<file path="src/hw/rtl/btd_pkg.sv">
`default_nettype none

package btd_pkg;

    localparam int TAG_BITS    = 64;
    localparam int BOARD_TAG_W = 64;
    localparam int CMD_W       = 4;
    localparam int STATE_W     = 4;

    typedef enum logic [STATE_W-1:0] {
        ST_NOTCONN  = 4'd0,
        ST_SOCK     = 4'd1,
        ST_SVCDESC  = 4'd2,
        ST_IDLE     = 4'd3,
        ST_BOARD    = 4'd4,
        ST_READY    = 4'd5,
        ST_BOTH     = 4'd6,
        ST_TRANSP   = 4'd7,
        ST_STOPPED  = 4'd8,
        ST_FINISHED = 4'd9,
        ST_DISC     = 4'd10
    } t_state;

    typedef enum logic [CMD_W-1:0] {
        CMD_CL_SVCDESC    = 4'd0,
        CMD_CL_BOARDAVAIL = 4'd1,
        CMD_CL_REVOKE     = 4'd2,
        CMD_CL_FINISHED   = 4'd3,
        CMD_CL_NOTIF      = 4'd4,
        CMD_CL_ALIVE      = 4'd5,
        CMD_CL_DISCONNECT = 4'd6,
        CMD_PR_CONNECTED  = 4'd7,
        CMD_PR_SVCDESC    = 4'd8,
        CMD_PR_READY      = 4'd9,
        CMD_PR_REVOKERDY  = 4'd10,
        CMD_PR_START      = 4'd11,
        CMD_PR_STOP       = 4'd12,
        CMD_PR_NOTIF      = 4'd13,
        CMD_PR_ALIVE      = 4'd14,
        CMD_PR_CLOSED     = 4'd15
    } t_cmd;

    typedef enum logic [1:0] {
        FATAL_NONE  = 2'd0,
        FATAL_SW    = 2'd1,
        FATAL_PROTO = 2'd2
    } t_fatal;

    typedef enum logic [1:0] {
        ALARM_NONE   = 2'd0,
        ALARM_CLIENT = 2'd1,
        ALARM_PEER   = 2'd2,
        ALARM_WARN   = 2'd3
    } t_alarm;

    typedef struct packed {
        logic   report_up;
        logic   forward_message;
        t_fatal fatal_notice;
        logic   drop_link;
        logic   disconnect_report;
        t_alarm alarm_kind;
    } t_actions;

endpackage

`default_nettype wire

</file>
<file path="src/hw/rtl/btd_next.sv">
`default_nettype none

module btd_next (
    input  var btd_pkg::t_state   i_state,
    input  var btd_pkg::t_cmd     i_cmd,
    input  wire                   i_tag_match,
    input  wire                   i_strict,
    output btd_pkg::t_state       o_next_state,
    output btd_pkg::t_actions     o_actions,
    output logic                  o_tag_load
);
    import btd_pkg::*;

    logic     cli_bad;
    logic     peer_bad;
    t_state   nxt;
    t_actions act;

    always_comb begin
        nxt        = i_state;
        act        = '0;
        o_tag_load = 1'b0;
        cli_bad    = 1'b0;
        peer_bad   = 1'b0;

        unique case (i_cmd)
            CMD_CL_SVCDESC: begin
                if (i_state == ST_SVCDESC) begin
                    nxt = ST_IDLE; act.report_up = 1'b1; act.forward_message = 1'b1;
                end else begin
                    cli_bad = 1'b1;
                end
            end
            CMD_CL_BOARDAVAIL: begin
                if (i_state == ST_IDLE) begin
                    nxt = ST_BOARD; act.report_up = 1'b1; act.forward_message = 1'b1;
                end else if (i_state == ST_READY) begin
                    nxt = ST_BOTH; act.report_up = 1'b1; act.forward_message = 1'b1;
                end else if (i_state != ST_TRANSP && i_state != ST_STOPPED) begin
                    cli_bad = 1'b1;
                end
            end
            CMD_CL_REVOKE: begin
                if (i_state == ST_BOARD) begin
                    nxt = ST_IDLE; act.report_up = 1'b1; act.forward_message = 1'b1;
                end else if (i_state == ST_BOTH) begin
                    nxt = ST_READY; act.report_up = 1'b1; act.forward_message = 1'b1;
                end else if (i_state != ST_TRANSP && i_state != ST_STOPPED) begin
                    cli_bad = 1'b1;
                end
            end
            CMD_CL_FINISHED: begin
                if (i_state == ST_TRANSP) begin
                    nxt = ST_FINISHED; act.report_up = 1'b1; act.forward_message = 1'b1;
                end else if (i_state == ST_STOPPED) begin
                    nxt = ST_IDLE; act.report_up = 1'b1; act.forward_message = 1'b1;
                end else begin
                    cli_bad = 1'b1;
                end
            end
            CMD_CL_NOTIF, CMD_CL_ALIVE: begin
                if (i_state != ST_NOTCONN && i_state != ST_DISC) begin
                    act.forward_message = 1'b1;
                end
            end
            CMD_CL_DISCONNECT: begin
                if (i_state != ST_DISC) begin
                    nxt               = ST_DISC;
                    act.report_up     = 1'b1;
                    act.drop_link     = 1'b1;
                    act.forward_message = (i_state != ST_NOTCONN);
                end
            end
            CMD_PR_CONNECTED: begin
                if (i_state == ST_NOTCONN) begin
                    nxt = ST_SOCK; act.report_up = 1'b1;
                end else begin
                    peer_bad = 1'b1;
                end
            end
            CMD_PR_SVCDESC: begin
                if (i_state == ST_SOCK) begin
                    nxt = ST_SVCDESC; act.report_up = 1'b1;
                end else begin
                    peer_bad = 1'b1;
                end
            end
            CMD_PR_READY: begin
                if (i_state == ST_IDLE) begin
                    nxt = ST_READY; act.report_up = 1'b1;
                end else if (i_state == ST_BOARD) begin
                    nxt = ST_BOTH; act.report_up = 1'b1;
                end else begin
                    peer_bad = 1'b1;
                end
            end
            CMD_PR_REVOKERDY: begin
                if (i_state == ST_READY) begin
                    nxt = ST_IDLE; act.report_up = 1'b1;
                end else if (i_state == ST_BOTH) begin
                    nxt = ST_BOARD; act.report_up = 1'b1;
                end else begin
                    peer_bad = 1'b1;
                end
            end
            CMD_PR_START: begin
                if (i_state == ST_READY || i_state == ST_BOTH) begin
                    nxt = ST_TRANSP; act.report_up = 1'b1; o_tag_load = 1'b1;
                end else begin
                    peer_bad = 1'b1;
                end
            end
            CMD_PR_STOP: begin
                if ((i_state == ST_TRANSP || i_state == ST_FINISHED) && i_tag_match) begin
                    nxt = (i_state == ST_TRANSP) ? ST_STOPPED : ST_IDLE;
                    act.report_up = 1'b1;
                end else begin
                    peer_bad = 1'b1;
                end
            end
            CMD_PR_NOTIF, CMD_PR_ALIVE: begin
                if (i_state == ST_NOTCONN || i_state == ST_DISC) begin
                    peer_bad = 1'b1;
                end else begin
                    act.report_up = 1'b1;
                end
            end
            CMD_PR_CLOSED: begin
                if (i_state != ST_DISC) begin
                    nxt = ST_DISC; act.disconnect_report = 1'b1;
                end
            end
            default: begin
                nxt = i_state;
            end
        endcase

        if (cli_bad) begin
            if (!i_strict) begin
                act.alarm_kind      = ALARM_WARN;
                act.forward_message = 1'b1;
            end else begin
                act.alarm_kind = ALARM_CLIENT;
                if (i_state != ST_DISC) begin
                    nxt                   = ST_DISC;
                    act.disconnect_report = 1'b1;
                    act.drop_link         = 1'b1;
                    act.fatal_notice      = (i_state != ST_NOTCONN) ? FATAL_SW : FATAL_NONE;
                end
            end
        end

        if (peer_bad) begin
            act.alarm_kind = ALARM_PEER;
            if (i_state != ST_DISC) begin
                nxt                   = ST_DISC;
                act.disconnect_report = 1'b1;
                act.fatal_notice      = FATAL_PROTO;
                act.drop_link         = 1'b1;
            end
        end

        o_next_state = nxt;
        o_actions    = act;
    end

endmodule

`default_nettype wire

</file>
<file path="src/hw/rtl/board_transfer_downstream_fsm.sv">
// Downstream board-transfer handshake controller. Each accepted request is one
// event (client or peer message, with a board tag used by start and stop
// transport); each gives exactly one result carrying the new protocol state and
// the action flags. One request is taken every clock cycle unless the input
// stalls; each result passes through the input register, then a combinational
// decode against the state register, into the result register. A stalled
// result holds the input register, so the input stalls only while both
// registers are full and the result is stalled. The strict-checking register is
// written through the configuration channel, which is always ready.
`default_nettype none

module board_transfer_downstream_fsm (
    input  wire                               i_clk,
    input  wire                               i_rst_n,
    input  wire                               i_cfg_valid,
    output logic                              o_cfg_ready,
    input  wire                               i_cfg_data,
    input  wire                               i_valid,
    output logic                              o_stall,
    input  wire  [btd_pkg::CMD_W-1:0]         i_cmd,
    input  wire  [btd_pkg::BOARD_TAG_W-1:0]   i_board_tag,
    output logic                              o_valid,
    input  wire                               i_stall,
    output logic [btd_pkg::STATE_W-1:0]       o_new_state,
    output logic                              o_report_up,
    output logic                              o_forward_message,
    output logic [1:0]                        o_fatal_notice,
    output logic                              o_drop_link,
    output logic                              o_disconnect_report,
    output logic [1:0]                        o_alarm_kind
);
    import btd_pkg::*;

    logic                 r_strict;
    t_state               r_state;
    logic [TAG_BITS-1:0]  r_started_tag;

    logic                 r_in_valid;
    t_cmd                 r_cmd;
    logic [TAG_BITS-1:0]  r_tag;

    logic                 r_out_valid;
    logic [STATE_W-1:0]   r_new_state;
    t_actions             r_actions;

    t_state               n_state;
    t_actions             n_actions;
    logic                 tag_load;
    logic                 out_free;
    logic                 advance;

    assign out_free    = !r_out_valid || !i_stall;
    assign advance     = r_in_valid && out_free;
    assign o_stall     = r_in_valid && !out_free;
    assign o_cfg_ready = 1'b1;

    btd_next u_next (
        .i_state      (r_state),
        .i_cmd        (r_cmd),
        .i_tag_match  (r_tag == r_started_tag),
        .i_strict     (r_strict),
        .o_next_state (n_state),
        .o_actions    (n_actions),
        .o_tag_load   (tag_load)
    );

    always_ff @(posedge i_clk) begin
        if (!i_rst_n) begin
            r_strict      <= 1'b1;
            r_state       <= ST_NOTCONN;
            r_started_tag <= '0;
            r_in_valid    <= 1'b0;
            r_out_valid   <= 1'b0;
        end else begin
            if (i_cfg_valid) begin
                r_strict <= i_cfg_data;
            end
            if (!o_stall) begin
                r_in_valid <= i_valid;
            end
            if (advance) begin
                r_state <= n_state;
                if (tag_load) begin
                    r_started_tag <= r_tag;
                end
            end
            if (out_free) begin
                r_out_valid <= r_in_valid;
            end
        end
    end

    always_ff @(posedge i_clk) begin
        if (!o_stall && i_valid) begin
            r_cmd <= t_cmd'(i_cmd);
            r_tag <= i_board_tag[TAG_BITS-1:0];
        end
        if (advance) begin
            r_new_state <= n_state;
            r_actions   <= n_actions;
        end
    end

    assign o_valid             = r_out_valid;
    assign o_new_state         = r_new_state;
    assign o_report_up         = r_actions.report_up;
    assign o_forward_message   = r_actions.forward_message;
    assign o_fatal_notice      = r_actions.fatal_notice;
    assign o_drop_link         = r_actions.drop_link;
    assign o_disconnect_report = r_actions.disconnect_report;
    assign o_alarm_kind        = r_actions.alarm_kind;

endmodule

`default_nettype wire

</file>
<file path="config.mk">
export PLATFORM = sky130hd
export DESIGN_NAME = board_transfer_downstream_fsm
export DESIGN_NICKNAME = d
export VERILOG_FILES = /design/src/hw/rtl/btd_pkg.sv /design/src/hw/rtl/btd_next.sv /design/src/hw/rtl/board_transfer_downstream_fsm.sv
export SDC_FILE = /design/constraint.sdc
export NUM_CORES = 1
export LEC_CHECK = 0
export BUFFER_PORTS_ARGS = -buffer_cell sky130_fd_sc_hd__buf_2
export CAP_MARGIN = 5
export CELL_PAD_IN_SITES_DETAIL_PLACEMENT = 2
export CELL_PAD_IN_SITES_GLOBAL_PLACEMENT = 2
export CORE_MARGIN = 3
export CORE_UTILIZATION = 40
export CTS_BUF_LIST = sky130_fd_sc_hd__clkbuf_4 sky130_fd_sc_hd__clkbuf_8 sky130_fd_sc_hd__clkbuf_16
export DETAILED_ROUTE_END_ITERATION = 16
export PLACE_DENSITY_LB_ADDON = 0.05
export SLEW_MARGIN = 5
export SYNTH_ARGS = -nofsm -noshare
export SYNTH_HDL_FRONTEND = slang
export SYNTH_SLANG_ARGS = --single-unit
export TNS_END_PERCENT = 10
</file>
<file path="constraint.sdc">
create_clock -name i_clk -period 7.8 [get_ports i_clk]
set_clock_uncertainty 0.1 [all_clocks]
set_input_delay 0.78 -clock i_clk [delete_from_list [all_inputs] [get_ports i_clk]]
set_output_delay 0.78 -clock i_clk [all_outputs]
set_load 0.01 [all_outputs]
</file>
Yosys cells after proc, flatten, opt, wreduce, memory -nomap -nowiden
Index checks and enable logic that the tools add are counted.
W data, S select, Z words.
Operators by class
  equal/unequal tests: 29
  mux-type cells: 74
  bitwise gates (word level): 1
  reductions and logical operators: 22
Operators by type and width (number)
  $mux W4: 25
  $eq A64 B64 Y1: 1
  $eq A4 B4 Y1 const B: 11
  $pmux W4 S11: 1
  $mux W1: 33
  $eq A4 B3 Y1 const B: 8
  $mux W2: 9
  $eq A4 B2 Y1 const B: 4
  $pmux W1 S12: 1
  $eq A4 B1 Y1 const B: 2
  $logic_not A4 Y1: 2
  $ne A4 B4 Y1 const B: 2
  $reduce_or A2 Y1: 4
  $mux W7: 1
  $pmux W1 S7: 1
  $logic_and A1 B1 Y1: 6
  $mux W6: 1
  $pmux W1 S6: 1
  $logic_not A1 Y1: 4
  $logic_or A1 B1 Y1: 4
  $ne A4 B3 Y1 const B: 1
  $pmux W1 S4: 1
  $reduce_bool A4 Y1: 1
  $reduce_and A2 Y1: 1
  $not A1 Y1: 1
Storage, ports and cells
  flip-flop bits (word level): 151
  input bits: 74
  output and inout port bits: 15
  logic and storage cells: 141

Longest topological paths before layout
  depth in word-level cells: 10
  mapped depth: 10
  mapped depth without buffers: 7

Hierarchy
A second synthesis with hierarchy kept.
Unflattened totals
  cells, all modules: 646
  area total of the unflattened synthesis: 6841.6 sq um
By module, submodules not included
  board_transfer_downstream_fsm: times used 1, cells an instance 468, area each 5795.6 sq um, sequential area each 3823.7 sq um
  btd_next: times used 1, cells an instance 178, area each 1046.0 sq um, sequential area each 0.0 sq um

Worst setup path before layout
Ideal clock, no wire load.
  path kind: in2reg
  start: in i_stall
  end: reg r_cmd[0] (enable)
  library setup time: 0.502 ns
  data arrival time: 4.042 ns
  data required time: 7.198 ns
  slack: 3.156 ns
  stages: 2
  buffers on the path: 0
  path through: and3_1 > nor2b_1
On the way
  cells in the longest elaborated chain, start to end: 6
Ends and longest elaborated chain
  start: declaration: RTL line board_transfer_downstream_fsm.sv:23  | input wire i_stall,
  $logic_not A1 Y1: RTL line board_transfer_downstream_fsm.sv:52  | assign out_free = !r_out_valid || !i_stall;
  $logic_or A1 B1 Y1: RTL line board_transfer_downstream_fsm.sv:52
  $logic_not A1 Y1: RTL line board_transfer_downstream_fsm.sv:54  | assign o_stall = r_in_valid && !out_free;
  $logic_and A1 B1 Y1: RTL line board_transfer_downstream_fsm.sv:54
  $logic_not A1 Y1: RTL line board_transfer_downstream_fsm.sv:94  | if (!o_stall && i_valid) begin
  $logic_and A1 B1 Y1: RTL line board_transfer_downstream_fsm.sv:94
  end signal: assignment: RTL line board_transfer_downstream_fsm.sv:95  | r_cmd <= t_cmd'(i_cmd);
  end: declaration: RTL line board_transfer_downstream_fsm.sv:39  | t_cmd r_cmd;
Every way passes these cells.
A chain may end at the register's enable or synchronous reset.

Final worst setup path
  start: reg r_state[1]
  end: reg r_new_state[1], in the netlist o_new_state[1] (data pin)
On the way
  cells in the longest elaborated chain, start to end: 10
  elaborated cells between the ends (all ways): 61
  classes of those cells: eq/ne (13); mux (42); reduce/logical (6)
Ends and longest elaborated chain
  start: declaration: RTL line board_transfer_downstream_fsm.sv:35  | t_state r_state;
  start signal: assignment: RTL line board_transfer_downstream_fsm.sv:82  | r_state <= n_state;
  $eq A4 B3 Y1 or $eq A4 B4 Y1 (tied branches): RTL line btd_next.sv:53, btd_next.sv:114, btd_next.sv:115
  $logic_or A1 B1 Y1: RTL line btd_next.sv:114  | if ((i_state == ST_TRANSP || i_state == ST_FINISHED) && i_tag_match) begin
  $logic_and A1 B1 Y1: RTL line btd_next.sv:114
  $mux W4: RTL line btd_next.sv:114
  $pmux W4 S11: RTL line btd_next.sv:26  | unique case (i_cmd)
  $mux W4: RTL line btd_next.sv:144  | if (i_state != ST_DISC) begin
  $mux W4: RTL line btd_next.sv:139  | if (!i_strict) begin
  $mux W4: RTL line btd_next.sv:138  | if (cli_bad) begin
  $mux W4: RTL line btd_next.sv:155  | if (i_state != ST_DISC) begin
  $mux W4 *: RTL line btd_next.sv:153  | if (peer_bad) begin
  via n_state[1]: RTL line board_transfer_downstream_fsm.sv:46  | t_state n_state;
  end signal: assignment: RTL line board_transfer_downstream_fsm.sv:99  | r_new_state <= n_state;
  end: declaration: RTL line board_transfer_downstream_fsm.sv:43  | logic [STATE_W-1:0] r_new_state;
Mark *: on every way through the listed nets, which the timed path passes. The rest lies on a longest branch.

==> results.cfg <==
[outcome]
status = completed

[routing]
antenna_left = 0
drt-wirelength-per-cell_um = 20.09
vias = 5267
wirelength_um = 19590
drt_pass1_iterations = 5
drc = 0
vias_per_cell = 5.402
drtIter0Drc = 270

[global_routing]
grt_start_max_net_pins = 73
antenna_found_initial = 0
busiest_layer = met2
gr-usage-met3_pct = 3.506
use_met2_pct = 37.64
grt-ovfl-total = 0
grt_use_met1_pct = 27.47
grt_pass1_wl_um = 31460
grt_util_all_layers_pct = 21.79
grt_pass1_vias = 5877

[logic_synthesis]
synthesis.area_um2 = 6922
ys_seq_elements = 151
synth_enable_flop_cells = 80
synth_area_leaders = edfxtp_1 (35%), dfxtp_1 (21%), nand2_1 (8.2%)
ys_warn_count = 0
synthCells = 670
yosysSeqAreaShare_pct = 55.24
synth_top_area_share_pct = 34.71
synthFlopType = edfxtp_1
syn-num-nets = 744
synth_cell_types = 65
synth_area_per_cell_um2 = 10.33
async_reset_ff_share_pct = 0
synth_top_area_cell = edfxtp_1

[worst_setup_path]
worstPathMaxFanout = 32
crit_chain = and3b_1 -> o211ai_1 -> nor4_2 -> nand3_1 -> a221o_1 -> a2111oi_2 -> nand2_1
critPathKind = reg2reg
critPathBufInv = 0
endpoint_kind = flop
crit_arrival_ns = 3.39
max_stage_delay_ns = 1.10
crit_required_ns = 7.86
cp-start-kind = flop
slowest_stage = dfxtp_1
critical_path.top_delay_family = flip-flops

[floorplanning]
die_w_um = 137.5
start_util_pct = 41.30
die_y_um = 137.5
pin_count = 89
fp.coreArea_um2 = 16760
row_count = 47
design.die.area_um2 = 18920

[sta]
fmax_mhz = 300.9
tightestPinTransition_ns = 1.182
setup_violations = 0
slew_headroom_pct = 21.13
drv_slew = 0
hold_violations = 0
min_period_over_period_pct = 42.61
setup_tns_ns = 0
rsz0062_at_grt = false
period_minus_slack_ns = 3.323

[clocking]
cts_tree = yes
cts_max_level = 4
cts-buffers-inserted = 17
hold_buffers = 0
root_buffer = clkbuf_16
post_cts_resized = 0
clock_latency_ns = 0.44
clk_path_buf_depth = 2
clock_sinks = 151
cts.reportedPaths.clkPinSlew_ns = 0.06
cts_setup_buffers = 0

[power]
pwr-share-comb_pct = 6.8
peakVddDrop_v = 0.0001709
p_leak_nw = 2.824
switching_share_pct = 24.58
p_switching_uw = 458.4
intPower_mw = 1.407
seqPwrFrac_pct = 47.9
powerDensity_nw_per_um2 = 229.9
clkPwrFrac_pct = 45.3

[flow_run]
cap_violations = 0

[layout]
post-route-util_pct = 48.40
antenna_cells = 0
drive_gt1_share_pct = 18.54
syn_to_final_growth_pct = 17.19
nets = 816

[placement]
dpl.hpwl_um = 12790
io_buffers = 87
gp_routability_congestion = 0.8779

[hold_path]
hold_path.class = reg2reg
logic make-up after synthesis:
family          share of synthesized area [%]
simple gates                            16.05
flops                                   55.24
compound gates                          15.58
xor+xnor                                9.364
buf+inv                                 3.416
mux                                    0.2892
other cells                           0.05418
per-stage QoR:
step | worst slack [ns] | hold slack [ns] | instances | power [mW] | instance area, um^2
floorplan | 3.156 | 0.3553 | 670 | 0.9835 | 6922
global placement | 4.612 | 0.3632 | 943 | 1.032 | 7518
detailed placement | 4.517 | 0.3780 | 943 | 1.038 | 7518
CTS | 4.465 | 0.3901 | 975 | 1.890 | 8112
global route | 4.191 | 0.3976 | 975 | 1.931 | 8112
finish | 4.477 | 0.3815 | 975 | 1.865 | 8112
layer usage:
layer	vias up	wire length (um)	share of wire, %
met1	2653	8585	44
met5	-	0	0
li1	2495	-	-
met3	21	627	3.2
met2	98	10100	52
met4	0	279	1.4
state kept, by name, summed over array words and instances (netlist names):
signal	count
r_cmd	4
o_drop_link	1
o_new_state	4
o_disconnect_report	1
r_state	4
r_tag	64
r_in_valid	1
o_valid	1
o_forward_message	1
o_alarm_kind	2
r_strict	1
o_fatal_notice	2
o_report_up	1
r_started_tag	64
cells in the final DEF (no fill, tap or decap), drive strengths merged, types with 11 or more instances in the layout:
cell type	count
clkbuf	18
edfxtp	80
nor2	19
a21oi	15
xnor2	63
a21boi	65
o21ai	12
dfxtp	71
xor2	11
nor3	12
nand4	13
inv	17
buf	96
nand2	152
power by group through the flow:
stage | sequential [mW] | clock [mW] | combinational (mW)
floorplan | 0.901 | 0 | 0.0821
global placement | 0.909 | 0 | 0.123
detailed placement | 0.911 | 0 | 0.127
CTS | 0.894 | 0.868 | 0.128
global route | 0.897 | 0.894 | 0.140
finish | 0.893 | 0.845 | 0.127
final timing paths:
path	cells past startpoint	start	slack, ns	to
min	2	r_started_tag[57]	0.38	r_started_tag[57]
max reg2reg	7	r_state[1]	4.48	o_new_state[1]
max	7	r_state[1]	4.48	o_new_state[1]
min reg2reg	2	r_started_tag[57]	0.38	r_started_tag[57]
cells in the mapped netlist (2+ instances only):
cell / count
nor3_1: 12
nor2_1: 19
o211ai_1: 3
nor4_1: 5
dfxtp_1: 71
o22a_1: 2
clkbuf_1: 23
mux2i_1: 2
a32o_1: 2
and3b_1: 2
xor2_1: 11
xnor2_1: 63
nor2b_1: 9
nand4_1: 13
buf_4: 2
a311oi_1: 2
nor3b_1: 5
inv_1: 10
a41o_1: 2
o21ai_0: 12
nand3_1: 7
o21a_1: 3
o31ai_1: 2
a2bb2oi_1: 2
o22ai_1: 5
and3_1: 7
buf_2: 15
a21oi_1: 15
o311ai_0: 2
nand2b_1: 4
nand2_1: 152
a31oi_1: 7
a21boi_0: 65
a21o_1: 2
buf_1: 2
a211oi_1: 2
edfxtp_1: 80
cell type report:
class | instances | area (um^2)
fillers | 1754 | 8648
flip-flops and latches | 151 | 3824
multi-input cells | 465 | 2875
repair buffers | 96 | 503.0
clock buffers | 18 | 432.9
well taps | 220 | 275.3
clock inverters | 14 | 160.2
inverters | 11 | 41.29
worst register-to-register path: stages (launching register included):
cell	delay [ns]
dfxtp_1	1.10
and3b_1	0.29
o211ai_1	0.11
nor4_2	0.36
nand3_1	0.19
a221o_1	0.40
a2111oi_2	0.40
nand2_1	0.09
Power figures use the tool's default switching activity.
